File: src/design/cscb_pkg.sv
package cscb_pkg;

   // Field widths
   localparam int CMD_W   = 2;
   localparam int PROD_W  = 3;
   localparam int COORD_W = 22;
   localparam int ZOOM_W  = 5;
   localparam int CNT_W   = 16;
   localparam int PCNT_W  = 4;
   localparam int KEY_W   = 2 * COORD_W + ZOOM_W;

   // Parameter defaults
   localparam int TABLE_ENTRIES_DEF = 64;
   localparam int MAX_PRODUCERS_DEF = 8;

   // Producer count after reset
   localparam logic [PCNT_W-1:0] PCOUNT_RESET = PCNT_W'(1);

   // Command codes
   localparam logic [CMD_W-1:0] CMD_PROCESSED = 2'd0;
   localparam logic [CMD_W-1:0] CMD_READY     = 2'd1;
   localparam logic [CMD_W-1:0] CMD_REMOVE    = 2'd2;

   localparam logic [CNT_W-1:0] COUNT_MAX = {CNT_W{1'b1}};

   // Controller to datapath
   typedef struct packed {
      logic start;       // request transfer taken, capture fields
      logic scan_issue;  // read the entry at the scan index
      logic commit;      // update the table and load the result register
   } ctl_cmd_type;

   // Datapath to controller
   typedef struct packed {
      logic scan_last;   // scan index is at the last entry
      logic rsp_free;    // result register can take a new result
   } dp_status_type;

endpackage

File: src/design/cscb_ctrl.sv
module cscb_ctrl
   import cscb_pkg::*;
(
   input  logic          clock,
   input  logic          reset,
   input  logic          req_valid,
   output logic          req_stall,
   output ctl_cmd_type   cmd,
   input  dp_status_type status
);

   localparam logic [1:0] ST_IDLE   = 2'd0;
   localparam logic [1:0] ST_SCAN   = 2'd1;
   localparam logic [1:0] ST_WAIT   = 2'd2;
   localparam logic [1:0] ST_COMMIT = 2'd3;

   logic [1:0] state_ff;
   logic [1:0] state_in;

   // Next state and commands
   always_comb begin
      state_in       = state_ff;
      cmd.start      = 1'b0;
      cmd.scan_issue = 1'b0;
      cmd.commit     = 1'b0;
      case (state_ff)
         ST_IDLE: begin
            if (req_valid) begin
               cmd.start = 1'b1;
               state_in  = ST_SCAN;
            end
         end
         ST_SCAN: begin
            cmd.scan_issue = 1'b1;
            if (status.scan_last) begin
               state_in = ST_WAIT;
            end
         end
         // last read is compared here
         ST_WAIT: begin
            state_in = ST_COMMIT;
         end
         ST_COMMIT: begin
            if (status.rsp_free) begin
               cmd.commit = 1'b1;
               state_in   = ST_IDLE;
            end
         end
         default: begin
            state_in = ST_IDLE;
         end
      endcase
   end

   always_ff @(posedge clock) begin
      if (reset) begin
         state_ff <= ST_IDLE;
      end else begin
         state_ff <= state_in;
      end
   end

   assign req_stall = (state_ff != ST_IDLE);

   // A scan always runs to its end before the commit
   assert property (@(posedge clock) disable iff (reset)
      state_ff == ST_SCAN && !status.scan_last |=> state_ff == ST_SCAN)
      else $error("scan left early");

   // Commit only happens with room for the result
   assert property (@(posedge clock) disable iff (reset)
      cmd.commit |-> status.rsp_free)
      else $error("commit without free result register");

   // A new request follows only a finished one
   assert property (@(posedge clock) disable iff (reset)
      cmd.start |-> $past(state_ff) == ST_COMMIT || $past(state_ff) == ST_IDLE)
      else $error("start in the middle of an item");

endmodule

File: config.mk
export PLATFORM = sky130hd
export DESIGN_NAME = cscb_ctrl
export DESIGN_NICKNAME = d
export VERILOG_FILES = /design/src/design/cscb_pkg.sv /design/src/design/cscb_ctrl.sv
export SDC_FILE = /design/constraint.sdc
export NUM_CORES = 1
export LEC_CHECK = 0
export ABC_AREA = 1
export BUFFER_PORTS_ARGS = -buffer_cell sky130_fd_sc_hd__buf_2
export CORE_AREA = 5 5 42 44
export CTS_BUF_LIST = sky130_fd_sc_hd__clkbuf_16
export DETAILED_ROUTE_END_ITERATION = 10
export DIE_AREA = 0 0 47 49
export PLACE_DENSITY = 0.41
export SYNTH_ARGS = -nofsm -noshare
export SYNTH_HDL_FRONTEND = slang
export SYNTH_SLANG_ARGS = --single-unit
File: constraint.sdc
create_clock -name clock -period 3 [get_ports clock]
set_input_delay 0.45 -clock clock [delete_from_list [all_inputs] [get_ports clock]]
set_output_delay 0.45 -clock clock [all_outputs]
set_load 0.05 [all_outputs]
==> flow_summary.yaml <==
clocking:
  cts_sinks: 2
  h-tree-depth: 1
  clk_latency_ns: 0.22
  clock-root-buffer: "clkbuf_16"
  hold_buffers: 0
  cts_tree: "yes"
  cts_resized: 0
  clk_pin_slew_ns: 0.03
  cts.path.max_buffers: 2
  cts_buffers: 3
  cts_setup_buffers: 0
global_routing:
  antenna_found_initial: 0
  track_usage_pct: 4.07
  overflow: 0
  grt_pass1_wl_um: 558
  grt_max_degree: 5
  grt_pass1_vias: 137
sta:
  relSlewSlack_pct: 83.5
  fin_setup_tns_ns: 0
  slew_viol_final: 0
  final_hold_viol_count: 0
  skew_ns: 0.00120
  period_needed_ns: 1.67
  fin_crit_sh_pct: 55.6
  final-setup-viol-count: 0
  fmax_ghz: 0.599
  worst_pin_slew_ns: 0.250
  rsz0062_at_grt: "false"
  whs_ns: 0.481
critical_path:
  critPathLaunchType: "register"
  r2r_end: "state_ff[0]"
  critPathSlowestCell: "dfxtp_1"
  critPathRequiredTime_ns: 2.55
  cpMostUsedCell: "inv_1"
  arrival_ns: 1.22
  end_kind: "output pin"
  r2r_slack_ns: 1.78
  critical_path.max_stage_delay_ns: 0.32
  path_cells: "inv_1 > ha_1 > nand2_1 > inv_1 > buf_2"
  path_class: "reg -> out"
  timing.critical_path.buf_inv: 3
  worstRegToRegCells: 5
  cp_top_family: "buffers and inverters"
  critPathMaxFanout: 4
  r2r-start: "state_ff[0]"
detailed_routing:
  ant_nets: 0
  drcViolationCount: 0
  wl_per_cell_um: 6.97
  avgViaCountPerCell: 3.12
  drt_iter0_drc: 0
  drt-total-wl_um: 404
  dr.pass1.iters: 1
  vias: 181
synth:
  ys_types: 8
  ys_seq_area_share_pct: 19.6
  synth-seq-cells: 2
  synthesis.nets: 41
  synth.top_cell.area_share_pct: 30.7
  synth_warnings: 0
  postSynthCellCount: 31
  synth.avg_cell_area_um2: 6.58
  ys_top_cells_by_area: "ha_1, dfxtp_1, inv_1"
  netlist_area_um2: 204
  yosysTopAreaCell: "ha_1"
cells_and_area:
  drive_above_1_share_pct: 33.3
  fillers: 157
  final_common_cell: "inv_1"
  mostFrequentLayoutCells: "inv_1, nand2_1, buf_2"
  reg.largest.list: "state_ff x2"
  fin_nets: 54
  area_growth_pct: 66.3
  largest_reg_flops: 2
  antenna_cells: 0
  top_register: "state_ff"
placement:
  port_buffers: 8
  place_hpwl_um: 303
  gp_congestion: 0.622
status:
  status: "complete, no violations"
run:
  cap_violations: 0
die:
  die_area_um2: 2300
  fp.dieW_um: 47
  fp.coreArea_um2: 1400
  start_util_pct: 14.6
  rows: 14
  die_h_um: 49
  ioPinCount: 9
power:
  power_uw: 460
  power.density_nw_per_um2: 1360
  ir_drop_uv: 350
  p_leak_uw: 0.000216
hold_path:
  holdCritPathClass: "in -> reg"
  hold_start: "reset"
  holdPathStages: 4
  holdPathEnd: "state_ff[1]"
## area by class of cell
cell class / count / area, um2 / share of cell area, %
multi-input cells: 20 / 130 / 38.4
well taps: 16 / 20.0 / 5.90
clock buffers: 3 / 75.1 / 22.1
repair buffers: 8 / 40.0 / 11.8
inverters: 9 / 33.8 / 9.96
flip-flops and latches: 2 / 40.0 / 11.8
## per-stage QoR
| step | cell area, um2 | instances | utilization, % | setup WS [ns] |
|---|---|---|---|---|
| floorplan | 204 | 31 | - | 1.60 |
| detailed placement | 264 | 55 | 18.8 | 1.56 |
| global route | 339 | 58 | 24.2 | 1.26 |
| finish | 339 | 58 | 24.2 | 1.33 |
| global placement | 264 | 55 | 18.8 | 1.57 |
| CTS | 339 | 58 | 24.2 | 1.32 |
## where the power goes
part | leakage [uW] | internal (uW) | switching (uW)
clock network | 0.0000370 | 169 | 27.8
logic | 0.000162 | 60.8 | 152
registers | 0.0000167 | 39.7 | 10.3
total | 0.000216 | 270 | 190
## Yosys cell counts, drive strengths merged
| master | number |
|---|---|
| dfxtp | 2 |
| nand2 | 9 |
| inv | 9 |
| ha | 5 |
| nand3 | 1 |
| or2 | 1 |
| nor2 | 4 |
## how the worst max path moves through the flow
stage                            from      to  cells past startpoint  slack (ns)
final                     state_ff[0]  cmd[2]                      5        1.33
after floorplan           state_ff[0]  cmd[2]                      4        1.60
after detailed placement  state_ff[0]  cmd[2]                      5        1.56
after CTS                 state_ff[0]  cmd[2]                      5        1.32
after global routing      state_ff[0]  cmd[2]                      5        1.26
after global placement    state_ff[0]  cmd[2]                      5        1.57
## kinds of logic after synthesis
| logic type | count (synthesis) | share of synthesized area [%] |
|---|---|---|
| DFF | 2 | 19.6 |
| buffers and inverters | 9 | 16.6 |
| and+or+nand+nor | 15 | 33.1 |
| adders and majority gates | 5 | 30.7 |
## worst min-delay path: stages
cell,delay [ns]
buf_2,0.07
inv_1,0.04
nand2_1,0.06
nor2_1,0.03
## layer usage
| metal | global-route usage (%) | wire length, um |
|---|---|---|
| met1 | 4.36 | 193 |
| met2 | 3.17 | 136 |
| met3 | 4.43 | 74 |
| met4 | 5.53 | 0 |
| met5 | 0 | 0 |
Power figures use the tool's default switching activity.
